**src/hdl/rc4_pkg.sv**
```systemverilog
// Shared constants, codes and controller/datapath interface types for the RC4 cipher.
package rc4_pkg;

    // Permutation size and its index width.
    localparam int PERM_DEPTH = 256;
    localparam int PERM_AW = 8;
    localparam logic [PERM_AW-1:0] PERM_LAST = PERM_AW'(PERM_DEPTH - 1);

    // Default key store depth.
    localparam int DEFAULT_MAX_KEY_BYTES = 256;

    // Item kinds carried in tuser.
    localparam logic FUNC_KEY = 1'b0;
    localparam logic FUNC_DATA = 1'b1;

    // Commands from the controller to the datapath.
    typedef struct packed {
        logic accept_data;  // latch a data byte, read S[i+1]
        logic accept_key;   // store a key byte
        logic rd_j;         // take S[i], read S[j]
        logic swap;         // write S[i], read S[S[i]+S[j]]
        logic emit;         // write S[j], load the output register
        logic ks_init;      // restore identity, clear schedule counters
        logic ks_rd_a;      // read S[a] and the key byte
        logic ks_rd_b;      // update b, read S[b]
        logic ks_wr_a;      // write S[a]
        logic ks_wr_b;      // write S[b], advance a
    } rc4_cmd_t;

    // Status from the datapath to the controller.
    typedef struct packed {
        logic out_free;     // output register can take a result this cycle
        logic ks_last;      // key schedule is on its final step
    } rc4_stat_t;

endpackage

```
**src/hdl/rc4_ctrl.sv**
```systemverilog
// Controller state machine that sequences data requests and the key schedule.
module rc4_ctrl
    import rc4_pkg::*;
(
    input  logic      clk,
    input  logic      rst_n,
    input  logic      s_tvalid,
    input  logic      func,
    input  logic      key_last,
    input  rc4_stat_t stat,
    output logic      s_tready,
    output rc4_cmd_t  cmd
);

    typedef enum logic [8:0] {
        ST_IDLE     = 9'b000000001,
        ST_RD_J     = 9'b000000010,
        ST_SWAP     = 9'b000000100,
        ST_EMIT     = 9'b000001000,
        ST_KS_INIT  = 9'b000010000,
        ST_KS_RD_A  = 9'b000100000,
        ST_KS_RD_B  = 9'b001000000,
        ST_KS_WR_A  = 9'b010000000,
        ST_KS_WR_B  = 9'b100000000
    } state_t;

    state_t state_reg;
    state_t state_next;
    logic   accept;

    // Requests are taken only between operations.
    assign s_tready = (state_reg == ST_IDLE);
    assign accept   = s_tready && s_tvalid;

    // Commands decoded from the current state.
    always_comb
    begin
        cmd             = '0;
        cmd.accept_data = accept && (func == FUNC_DATA);
        cmd.accept_key  = accept && (func == FUNC_KEY);
        cmd.rd_j        = (state_reg == ST_RD_J);
        cmd.swap        = (state_reg == ST_SWAP);
        cmd.emit        = (state_reg == ST_EMIT) && stat.out_free;
        cmd.ks_init     = (state_reg == ST_KS_INIT);
        cmd.ks_rd_a     = (state_reg == ST_KS_RD_A);
        cmd.ks_rd_b     = (state_reg == ST_KS_RD_B);
        cmd.ks_wr_a     = (state_reg == ST_KS_WR_A);
        cmd.ks_wr_b     = (state_reg == ST_KS_WR_B);
    end

    // Next-state logic.
    always_comb
    begin
        state_next = state_reg;
        unique case (state_reg)
            ST_IDLE:
            begin
                if (accept)
                begin
                    if (func == FUNC_DATA)
                        state_next = ST_RD_J;
                    else if (key_last)
                        state_next = ST_KS_INIT;
                end
            end
            ST_RD_J:    state_next = ST_SWAP;
            ST_SWAP:    state_next = ST_EMIT;
            ST_EMIT:
            begin
                if (stat.out_free)
                    state_next = ST_IDLE;
            end
            ST_KS_INIT: state_next = ST_KS_RD_A;
            ST_KS_RD_A: state_next = ST_KS_RD_B;
            ST_KS_RD_B: state_next = ST_KS_WR_A;
            ST_KS_WR_A: state_next = ST_KS_WR_B;
            ST_KS_WR_B: state_next = stat.ks_last ? ST_IDLE : ST_KS_RD_A;
            default:    state_next = ST_IDLE;
        endcase
    end

    // State register.
    always_ff @(posedge clk or negedge rst_n)
    begin
        if (!rst_n)
            state_reg <= ST_IDLE;
        else
            state_reg <= state_next;
    end

endmodule

```
**config.mk**
```make
export PLATFORM = sky130hd
export DESIGN_NAME = rc4_ctrl
export DESIGN_NICKNAME = d
export VERILOG_FILES = /design/src/hdl/rc4_pkg.sv /design/src/hdl/rc4_ctrl.sv
export SDC_FILE = /design/constraint.sdc
export NUM_CORES = 1
export LEC_CHECK = 0
export BUFFER_PORTS_ARGS = -buffer_cell sky130_fd_sc_hd__buf_4
export CAP_MARGIN = 20
export CELL_PAD_IN_SITES_DETAIL_PLACEMENT = 1
export CELL_PAD_IN_SITES_GLOBAL_PLACEMENT = 2
export CORE_MARGIN = 8
export CORE_UTILIZATION = 25
export DETAILED_ROUTE_END_ITERATION = 10
export PLACE_DENSITY = 0.78
export SYNTH_ARGS = -nofsm -noshare
export SYNTH_HDL_FRONTEND = slang
export SYNTH_SLANG_ARGS = --single-unit
```
**constraint.sdc**
```tcl
create_clock -name clk -period 1.62 [get_ports clk]
set_input_delay 0.162 -clock clk [delete_from_list [all_inputs] [get_ports clk]]
set_output_delay 0.162 -clock clk [all_outputs]
set_load 0.05 [all_outputs]
```
## After elaboration in Yosys (flattened, before gate mapping)

Index checks and enable logic that the tools add are counted.

| word-level totals | value |
|---|---|
| bits in registers | 9 |
| bits of input ports | 7 |
| output and inout bits | 11 |
| word-level logic and storage cells | 25 |

| operators by class | value |
|---|---|
| multiplexer cells | 6 |
| bitwise operators | 1 |
| reduce and logical (&&, ||, !) cells | 5 |
| equality and inequality tests | 12 |

Operator list:

| cell | count |
|---|---|
| 9-bit case mux with 9 select lines | 1 |
| 9-bit two-way mux | 4 |
| 9-bit by 1-bit == test with 1-bit output (second input constant) | 1 |
| 9-bit by 2-bit == test with 1-bit output (second input constant) | 1 |
| 9-bit by 3-bit == test with 1-bit output (second input constant) | 1 |
| 9-bit by 4-bit == test with 1-bit output (second input constant) | 1 |
| 9-bit by 5-bit == test with 1-bit output (second input constant) | 1 |
| 9-bit by 6-bit == test with 1-bit output (second input constant) | 1 |
| 9-bit by 7-bit == test with 1-bit output (second input constant) | 1 |
| 9-bit by 8-bit == test with 1-bit output (second input constant) | 1 |
| 9-bit == test (second input constant) | 1 |
| 6-bit two-way mux | 1 |
| 1-bit logical AND | 4 |
| 3-bit inequality test (second input constant) | 1 |
| 3-bit AND reduction | 1 |
| 2-bit by 1-bit inequality test with 1-bit output (second input constant) | 1 |
| 2-bit inequality test (second input constant) | 1 |
| 1-bit inverter | 1 |

## Longest topological paths before layout

Gate-level depths: netlist of run 1.

| depth | value |
|---|---|
| depth in word-level cells | 4 |
| depth in mapped cells | 5 |
| mapped depth without buffers | 4 |

## Worst setup path before layout of run 1

No wires, ideal clock.

| timing | value |
|---|---|
| path type | register -> output |
| start | reg state_reg[4] |
| end | out cmd[1] (netlist bit) |
| arrival time | 2,643 ps |
| stages on the path, launching flop included | 5 |
| slack | -1,185 ps |
| cells stage by stage | dfrtp_1 -> clkbuf_1 -> nor3_1 -> nand2_1 -> nor4b_1 |

RTL lines:

| what | RTL line | text |
|---|---|---|
| start: declaration | rc4_ctrl.sv:27 | `state_t state_reg;` |
| start signal: assignment | rc4_ctrl.sv:88 | `state_reg <= state_next;` |
| end: declaration | rc4_ctrl.sv:12 | `output rc4_cmd_t cmd` |

==> impl_metrics.env, run 1 <==
export IMPL_ctsHtreeMaxLevel=1
export IMPL_vias=661
export IMPL_numPortBuffers=17
export IMPL_violations="setup timing"
export IMPL_syn_cell_area_sq_um=586
export IMPL_crit_fanout=4
export IMPL_dpl_hpwl_microns=1570
export IMPL_grt_max_degree=10
export IMPL_slew_viol_final=0
export IMPL_placed_area_sq_um=876
export IMPL_ys_ff_latch=9
export IMPL_routed_wl_microns=2210
export IMPL_setup_tns_ps=-2910
export IMPL_die_area_sq_um=4150
export IMPL_drt_iter0_drc=7
export IMPL_critPathKind="reg2out"
export IMPL_clk_path_buf_depth=2
export IMPL_syn_nets=69
export IMPL_setup_viol_count_final=12
export IMPL_p_leak_uw=0.000506
export IMPL_status="complete, but fails checks"
export IMPL_wl_per_cell_microns=16.8
export IMPL_postLayoutCoreUtil=0.489
export IMPL_relSlewSlack=0.746
export IMPL_powerDensity_nw_per_um2=1200
export IMPL_max_freq_mhz=495
export IMPL_start_util=0.265
export IMPL_area_growth_pct=84.6
export IMPL_clk_root_buffer_cell="clkbuf_4"
export IMPL_drive_gt1_frac=0.602
export IMPL_die_y_microns=64.4
export IMPL_maxCapViolCount=0
export IMPL_peakVddDrop_v=0.00105
export IMPL_antenna_found_initial=0
export IMPL_insertion_delay_ps=260
export IMPL_fin_crit_ps=2020
export IMPL_dp_slack_ps=-173
export IMPL_endpoint_kind="output pin"
export IMPL_place_gp_congestion=0.777
export IMPL_clk_pin_slew_ps=70
export IMPL_min_period_over_period=1.25
export IMPL_die_w_microns=64.4
export IMPL_final_cell_mix="buf_4 (26), buf_6 (8), dfrtp_1 (7)"
export IMPL_skew_ps=0.374
export IMPL_startpoint_type="flip-flop"
export IMPL_cts_buffers=3
export IMPL_rows=17
export IMPL_clock_sinks=9
export IMPL_critical_path_required_ps=1460
export IMPL_cts_tree="yes"
export IMPL_timing_final_hold_violations=0
export IMPL_fin_ws_ps=-400
export IMPL_grt_first_pass_wirelength_microns=3660
export IMPL_hold_class="in2reg"
export IMPL_timing_hold_ws_ps=145
export IMPL_coreArea_sq_um=2210
export IMPL_drt_first_pass_iters=4
export IMPL_largest_reg_flops=9
export IMPL_io_pins=18
export IMPL_ys_types=27
export IMPL_ys_seq_area_frac=0.387
export IMPL_finalInstanceArea_sq_um=1080
export IMPL_track_usage=0.110
export IMPL_layout_commonest_cell="buf_4"
export IMPL_yosysWarnings=0
export IMPL_syn_mean_instance_area_sq_um=9.44
export IMPL_overflow=0
export IMPL_r2r_slack_ps=-30
export IMPL_rsz0062_at_grt="true"
export IMPL_insertedDiodeCount=0
export IMPL_first_global_vias=760
export IMPL_layout_nets=111
export IMPL_via_per_inst=5.05
export IMPL_critical_path_arrival_ps=1860
export IMPL_synth_cells=62
export IMPL_worst_pin_slew_ps=376
export IMPL_drc_errors=0
export IMPL_ant_nets=0
## path summary, 6_finish.rpt
kind / startpoint / endpoint / cells past startpoint
setup / recovery: state_reg[7] / cmd[8] / 4
max in group asynchronous: rst_n / state_reg[0] / 2
hold reg to reg: state_reg[3] / state_reg[5] / 2
hold / removal: key_last / state_reg[4] / 2
min in group asynchronous: rst_n / state_reg[2] / 2
setup reg to reg: state_reg[7] / state_reg[4] / 4
## layout make-up
type / instances / area [sq um]
fillers: 259 / 1130
multi-input cells: 49 / 418
repair buffers: 40 / 370
flip-flops and latches: 9 / 228
well taps: 28 / 35.0
clock buffers: 4 / 26.3
inverters: 1 / 3.75
## synthesized netlist by cell type, drive strengths merged
| cell | instances | share of area |
|---|---|---|
| o211ai | 1 | 0.013 |
| nor2 | 5 | 0.032 |
| dfstp | 1 | 0.045 |
| or4 | 1 | 0.019 |
| and3 | 7 | 0.079 |
| inv | 1 | 0.0064 |
| a22oi | 1 | 0.013 |
| or3 | 1 | 0.011 |
| nand2b | 1 | 0.011 |
| nor4b | 4 | 0.060 |
| nor3b | 3 | 0.058 |
| nor4bb | 1 | 0.017 |
| and3b | 1 | 0.015 |
| nor2b | 3 | 0.032 |
| dfrtp | 8 | 0.34 |
| and4 | 2 | 0.030 |
| o21ai | 7 | 0.060 |
| nand4b | 1 | 0.015 |
| nor3 | 4 | 0.034 |
| buf | 2 | 0.038 |
| nand2 | 1 | 0.0064 |
| clkbuf | 1 | 0.0064 |
| a21oi | 2 | 0.017 |
| nor4 | 1 | 0.011 |
| xor2 | 2 | 0.030 |
## routing by layer
metal,part of all wire,global-route usage
met1,0.42,0.125
met2,0.54,0.200
met3,0.038,0.0279
met4,0.0050,0.0245
met5,0,0
## critical path: stages (launching register included)
cell and delay, ps:
dfrtp_1 390, or4_4 580, nor3b_4 240, and3b_2 230, buf_6 160
## kinds of logic after synthesis
family | share of synthesized area
xor gates and xnor gates | 0.0299
DFF | 0.387
buffers and inverters | 0.0513
and+or+nand+nor | 0.430
AOI/OAI and AO/OA | 0.103
## metrics by stage
step                power (uW)  instances
floorplan                  645         62
global placement           891        120
detailed placement         898        120
CTS                       1270        131
global route              1360        131
finish                    1290        131
## where the power goes
| group | total, uW | leakage (uW) | internal, uW | switching (uW) |
|---|---|---|---|---|
| Clock | 183 | 0.0000150 | 94.9 | 87.7 |
| Sequential | 313 | 0.000120 | 263 | 50.0 |
| Combinational | 797 | 0.000371 | 411 | 386 |
## timing repair
action,4_1_cts,5_1_grt
pin swaps,2,2
resized for setup,27,5
endpoints found under the setup margin,12,15
hold buffers,1,0
buffers inserted,6,1
endpoints found under the hold margin,9,0
Power figures use the tool's default switching activity.
==> run 2, diff against run 1 <==
--- a/config.mk
+++ b/config.mk
@@ -5,13 +5,13 @@
 export SDC_FILE = /design/constraint.sdc
 export NUM_CORES = 1
 export LEC_CHECK = 0
-export BUFFER_PORTS_ARGS = -buffer_cell sky130_fd_sc_hd__buf_4
 export CAP_MARGIN = 20
 export CELL_PAD_IN_SITES_DETAIL_PLACEMENT = 1
 export CELL_PAD_IN_SITES_GLOBAL_PLACEMENT = 2
 export CORE_MARGIN = 8
-export CORE_UTILIZATION = 25
+export CORE_UTILIZATION = 31
 export DETAILED_ROUTE_END_ITERATION = 10
+export DONT_BUFFER_PORTS = 1
 export PLACE_DENSITY = 0.78
 export SYNTH_ARGS = -nofsm -noshare
 export SYNTH_HDL_FRONTEND = slang
==> impl_metrics.env, run 2 (synthesis gave the netlist of run 1 again) <==
export IMPL_status="complete, but fails checks"
export IMPL_violations="setup timing"
export IMPL_min_period_over_period=1.24
export IMPL_cts_buffers=3
export IMPL_vias=616
export IMPL_finalPower_uw=1260
export IMPL_critPathMaxStageDelay_ps=580
export IMPL_track_usage=0.136
export IMPL_area_growth_pct=66.7
export IMPL_timing_hold_ws_ps=46.5
export IMPL_rows=15
export IMPL_maxCapViolCount=0
export IMPL_layout_nets=97
export IMPL_peakVddDrop_v=0.000757
export IMPL_drc_errors=0
export IMPL_skew_ps=3.05
export IMPL_die_w_microns=59.5
export IMPL_whs_endpoint="state_reg[1]"
export IMPL_grt_first_pass_wirelength_microns=3590
export IMPL_critPathKind="reg2out"
export IMPL_hold_class="in2reg"
export IMPL_placed_area_sq_um=842
export IMPL_drive_gt1_frac=0.551
export IMPL_via_per_inst=5.40
export IMPL_r2r_slack_ps=-70
export IMPL_coreArea_sq_um=1750
export IMPL_critical_path_arrival_ps=1850
export IMPL_fin_crit_ps=2010
export IMPL_die_y_microns=59.5
export IMPL_fill_cells=191
export IMPL_slew_viol_final=0
export IMPL_first_global_vias=718
export IMPL_critical_path_required_ps=1460
export IMPL_endpoint_kind="output pin"
export IMPL_crit_chain="or4_4 -> nor3b_4 -> and3b_2 -> buf_12"
export IMPL_seqCellArea_sq_um=228
export IMPL_layout_commonest_cell="buf_4"
export IMPL_drt_iter0_drc=7
export IMPL_crit_slowest_cell="or4_4"
export IMPL_insertedDiodeCount=0
export IMPL_timing_final_hold_violations=0
export IMPL_min_path_cells=1
export IMPL_clk_path_buf_depth=2
export IMPL_fin_ws_ps=-392
export IMPL_clk_pin_slew_ps=70
export IMPL_die_area_sq_um=3540
export IMPL_routed_wl_microns=2070
export IMPL_antenna_found_initial=0
export IMPL_finalInstanceArea_sq_um=976
export IMPL_p_leak_uw=0.000434
export IMPL_setup_tns_ps=-2770
export IMPL_largest_reg_flops=9
export IMPL_final_cell_mix="buf_4 (16), dfrtp_1 (7), nor2_1 (5), o21ai_0 (5)"
export IMPL_ctsHtreeMaxLevel=1
export IMPL_cts_tree="yes"
export IMPL_setup_viol_count_final=13
export IMPL_crit_fanout=4
export IMPL_ant_nets=0
export IMPL_worst_pin_slew_ps=446
export IMPL_multi_input_area_sq_um=422
export IMPL_drt_first_pass_iters=4
export IMPL_clk_root_buffer_cell="clkbuf_4"
export IMPL_wl_per_cell_microns=18.2
export IMPL_grt_max_degree=10
export IMPL_numPortBuffers=0
export IMPL_reg2reg_from="state_reg[7]"
export IMPL_place_gp_congestion=0.696
export IMPL_powerDensity_nw_per_um2=1290
export IMPL_worstRegToRegCells=5
export IMPL_dpl_hpwl_microns=1470
export IMPL_clock_sinks=9
export IMPL_overflow=0
export IMPL_min_delay_start="func"
export IMPL_max_freq_mhz=497
export IMPL_start_util=0.335
export IMPL_r2r_end="state_reg[3]"
export IMPL_io_pins=18
export IMPL_relSlewSlack=0.702
export IMPL_insertion_delay_ps=270
export IMPL_rsz0062_at_grt="true"
export IMPL_startpoint_type="flip-flop"
-- run 2: cell types whose count changed in the layout (fill, tap and decap cells not counted) --
cell,delta
buf_4,-10
buf_6,-4
buf_12,+3
buf_8,-3
and3_2,-1
and3_4,+1
and4_1,-1
and4_4,+1
nor3b_2,-1
nor3b_4,+1
nor4b_2,+1
nor4b_4,-1
-- run 2: worst max path at each step --
stage | startpoint | slack [ps] | end | cells past startpoint
after floorplan | state_reg[6] | -690 | state_reg[4] | 5
after global placement | state_reg[7] | -150 | state_reg[3] | 5
after detailed placement | state_reg[7] | -150 | state_reg[3] | 5
after CTS | state_reg[7] | -400 | cmd[8] | 4
after global routing | state_reg[7] | -470 | cmd[8] | 4
final | state_reg[7] | -390 | cmd[8] | 4
-- run 2: power breakdown --
group          switching [uW]  internal [uW]  total, uW  leakage [uW]
Clock                    92.5           95.3        188     0.0000150
Combinational             374            392        765      0.000299
Sequential               46.5            263        309      0.000120
-- run 2: final cells by class --
| class | count | area share |
|---|---|---|
| flip-flops and latches | 9 | 0.233 |
| multi-input cells | 49 | 0.432 |
| repair buffers | 26 | 0.272 |
| well taps | 25 | 0.0321 |
| inverters | 1 | 0.00385 |
| clock buffers | 4 | 0.0269 |
-- run 2: critical path, delay by kind of cell, from the launching register on --
family	cells	cell delay [ps]
and+or+nand+nor	3	1060
DFF	1	380
buffers and inverters	1	140
-- run 2: routing by layer --
metal,GRT usage,up-vias,part of all wire
met1,0.143,312,0.41
met3,0.0607,2,0.059
met5,0,-,0
met2,0.230,13,0.52
li1,-,289,-
met4,0.0512,0,0.0053
-- run 2: timing repair --
item                                    4_1_cts  5_1_grt
cloned                                        0        0
pin swaps                                     5        2
buffers inserted                              3        1
endpoints found under the setup margin       13       15
gates resized for setup                      20        4
hold buffers                                  1        0
endpoints found under the hold margin         9        0
-- run 2: metrics by stage --
step,std cells,worst slack (ps),utilization
floorplan,62,-686,-
global placement,108,-148,0.482
detailed placement,108,-155,0.482
CTS,115,-398,0.557
global route,114,-474,0.559
finish,114,-392,0.559
==> run 3, diff against run 2 <==
--- a/config.mk
+++ b/config.mk
@@ -5,14 +5,15 @@
 export SDC_FILE = /design/constraint.sdc
 export NUM_CORES = 1
 export LEC_CHECK = 0
+export ABC_CLOCK_PERIOD_IN_PS = 1620
 export CAP_MARGIN = 20
 export CELL_PAD_IN_SITES_DETAIL_PLACEMENT = 1
 export CELL_PAD_IN_SITES_GLOBAL_PLACEMENT = 2
 export CORE_MARGIN = 8
-export CORE_UTILIZATION = 31
+export CORE_UTILIZATION = 30
 export DETAILED_ROUTE_END_ITERATION = 10
 export DONT_BUFFER_PORTS = 1
-export PLACE_DENSITY = 0.78
+export PLACE_DENSITY_LB_ADDON = 0.12
 export SYNTH_ARGS = -nofsm -noshare
 export SYNTH_HDL_FRONTEND = slang
 export SYNTH_SLANG_ARGS = --single-unit
==> impl_metrics.env, run 3 (synthesis gave the netlist of run 1 again) <==
export IMPL_timing_final_hold_violations=0
export IMPL_fin_crit_ps=2020
export IMPL_track_usage=0.122
export IMPL_powerDensity_nw_per_um2=1300
export IMPL_critical_path_required_ps=1460
export IMPL_slew_viol_final=0
export IMPL_cts_tree="yes"
export IMPL_p_leak_uw=0.000468
export IMPL_vias=622
export IMPL_fin_cells=122
export IMPL_finalPower_uw=1350
export IMPL_insertion_delay_ps=260
export IMPL_endpoint_kind="output pin"
export IMPL_area_growth_pct=78.0
export IMPL_peakVddDrop_v=0.00119
export IMPL_relSlewSlack=0.703
export IMPL_ctsHtreeMaxLevel=1
export IMPL_via_per_inst=5.10
export IMPL_io_pins=18
export IMPL_crit_slowest_cell="or4_4"
export IMPL_rsz0062_at_grt="true"
export IMPL_path_buf_inv=1
export IMPL_ant_nets=0
export IMPL_insertedDiodeCount=0
export IMPL_grt_first_pass_wirelength_microns=3240
export IMPL_wl_per_cell_microns=16.1
export IMPL_setup_viol_count_final=15
export IMPL_drc_errors=0
export IMPL_numPortBuffers=0
export IMPL_place_gp_congestion=0.752
export IMPL_status="complete, but fails checks"
export IMPL_crit_family="simple AND/OR/NAND/NOR gates"
export IMPL_drt_iter0_drc=4
export IMPL_antenna_found_initial=0
export IMPL_hold_class="in2reg"
export IMPL_die_area_sq_um=3620
export IMPL_critPathKind="reg2out"
export IMPL_maxCapViolCount=0
export IMPL_startpoint_type="flip-flop"
export IMPL_grt_max_degree=10
export IMPL_layout_nets=103
export IMPL_first_global_vias=677
export IMPL_drive_gt1_frac=0.579
export IMPL_layout_commonest_cell="buf_4"
export IMPL_clk_pin_slew_ps=60
export IMPL_r2r_slack_ps=-190
export IMPL_critical_path_arrival_ps=1860
export IMPL_min_period_over_period=1.25
export IMPL_clock_sinks=9
export IMPL_clk_root_buffer_cell="clkbuf_4"
export IMPL_routed_wl_microns=1970
export IMPL_rows=16
export IMPL_max_freq_mhz=495
export IMPL_start_util=0.308
export IMPL_placed_cells=110
export IMPL_overflow=0
export IMPL_drt_first_pass_iters=2
export IMPL_crit_fanout=3
export IMPL_critPathMaxStageDelay_ps=580
export IMPL_worst_pin_slew_ps=444
export IMPL_die_w_microns=60.2
export IMPL_cts_buffers=3
export IMPL_largest_reg_flops=9
export IMPL_violations="setup timing"
export IMPL_crit_chain="or4_4 -> nor3b_4 -> and3b_2 -> buf_12"
export IMPL_skew_ps=0.810
export IMPL_final_cell_mix="buf_4 (19), dfrtp_1 (8), buf_6 (7), and3_4 (6), o21ai_0 (6)"
export IMPL_die_y_microns=60.2
export IMPL_fin_ws_ps=-402
export IMPL_coreArea_sq_um=1900
export IMPL_dpl_hpwl_microns=1450
export IMPL_clk_path_buf_depth=2
## run 3: cell types whose count changed in the layout (fill, tap and decap cells not counted), sizes merged
cell and change:
buf +6
## run 3: stage by stage
| stage | setup WS (ps) | setup TNS (ps) | hold WS, ps | util | instance area, sq um |
|---|---|---|---|---|---|
| 2_1_floorplan | -686 | -4610 | -134 | - | 619 |
| 3_3_place_gp | -155 | -713 | -133 | 0.444 | 845 |
| 4_1_cts | -404 | -3020 | 63.2 | 0.515 | 980 |
| 3_5_place_dp | -139 | -717 | -133 | 0.444 | 845 |
| 6_report | -402 | -3300 | 67.8 | 0.548 | 1040 |
| 5_1_grt | -448 | -4250 | 53.6 | 0.548 | 1040 |
## run 3: final timing paths
check	depth (start not counted)	to	startpoint
worst max-delay path	4	cmd[8]	state_reg[7]
worst min-delay path	1	state_reg[4]	key_last
worst max register to register	7	state_reg[1]	state_reg[7]
worst min register to register	2	state_reg[5]	state_reg[3]
max in group asynchronous	1	state_reg[0]	rst_n
min in group asynchronous	1	state_reg[3]	rst_n
## run 3: power by group
| group | switching, uW | internal (uW) |
|---|---|---|
| registers | 44.1 | 262 |
| logic | 398 | 476 |
| clock network | 76.8 | 94.8 |
## run 3: what timing repair did
item | 4_1_cts | 5_1_grt
setup buffers | 5 | 5
endpoints found under the setup margin | 13 | 15
hold endpoints to repair | 9 | 0
pin swaps | 8 | 5
hold buffers | 1 | 0
resized for setup | 18 | 9
## run 3: final cells by class
cell class | instances | area, sq um
fillers | 213 | 860
flip-flops and latches | 9 | 226
well taps | 27 | 33.8
repair buffers | 32 | 322
clock buffers | 4 | 26.3
multi-input cells | 49 | 430
inverters | 1 | 3.75
## run 3: per-layer routing
layer | global-route usage | vias to the layer above | share of wire
met5 | 0 | - | 0
met4 | 0.0374 | 0 | 0.0086
met3 | 0.0581 | 4 | 0.064
met2 | 0.213 | 18 | 0.53
met1 | 0.123 | 303 | 0.39
li1 | - | 297 | -
## run 3: worst register-to-register path, cell delays in order, from the launching register on
cell and delay (ps):
dfrtp_1 380, or4_4 580, nor3b_4 240, buf_4 150
buf_6 90, buf_6 80, buf_6 80, and3_4 150
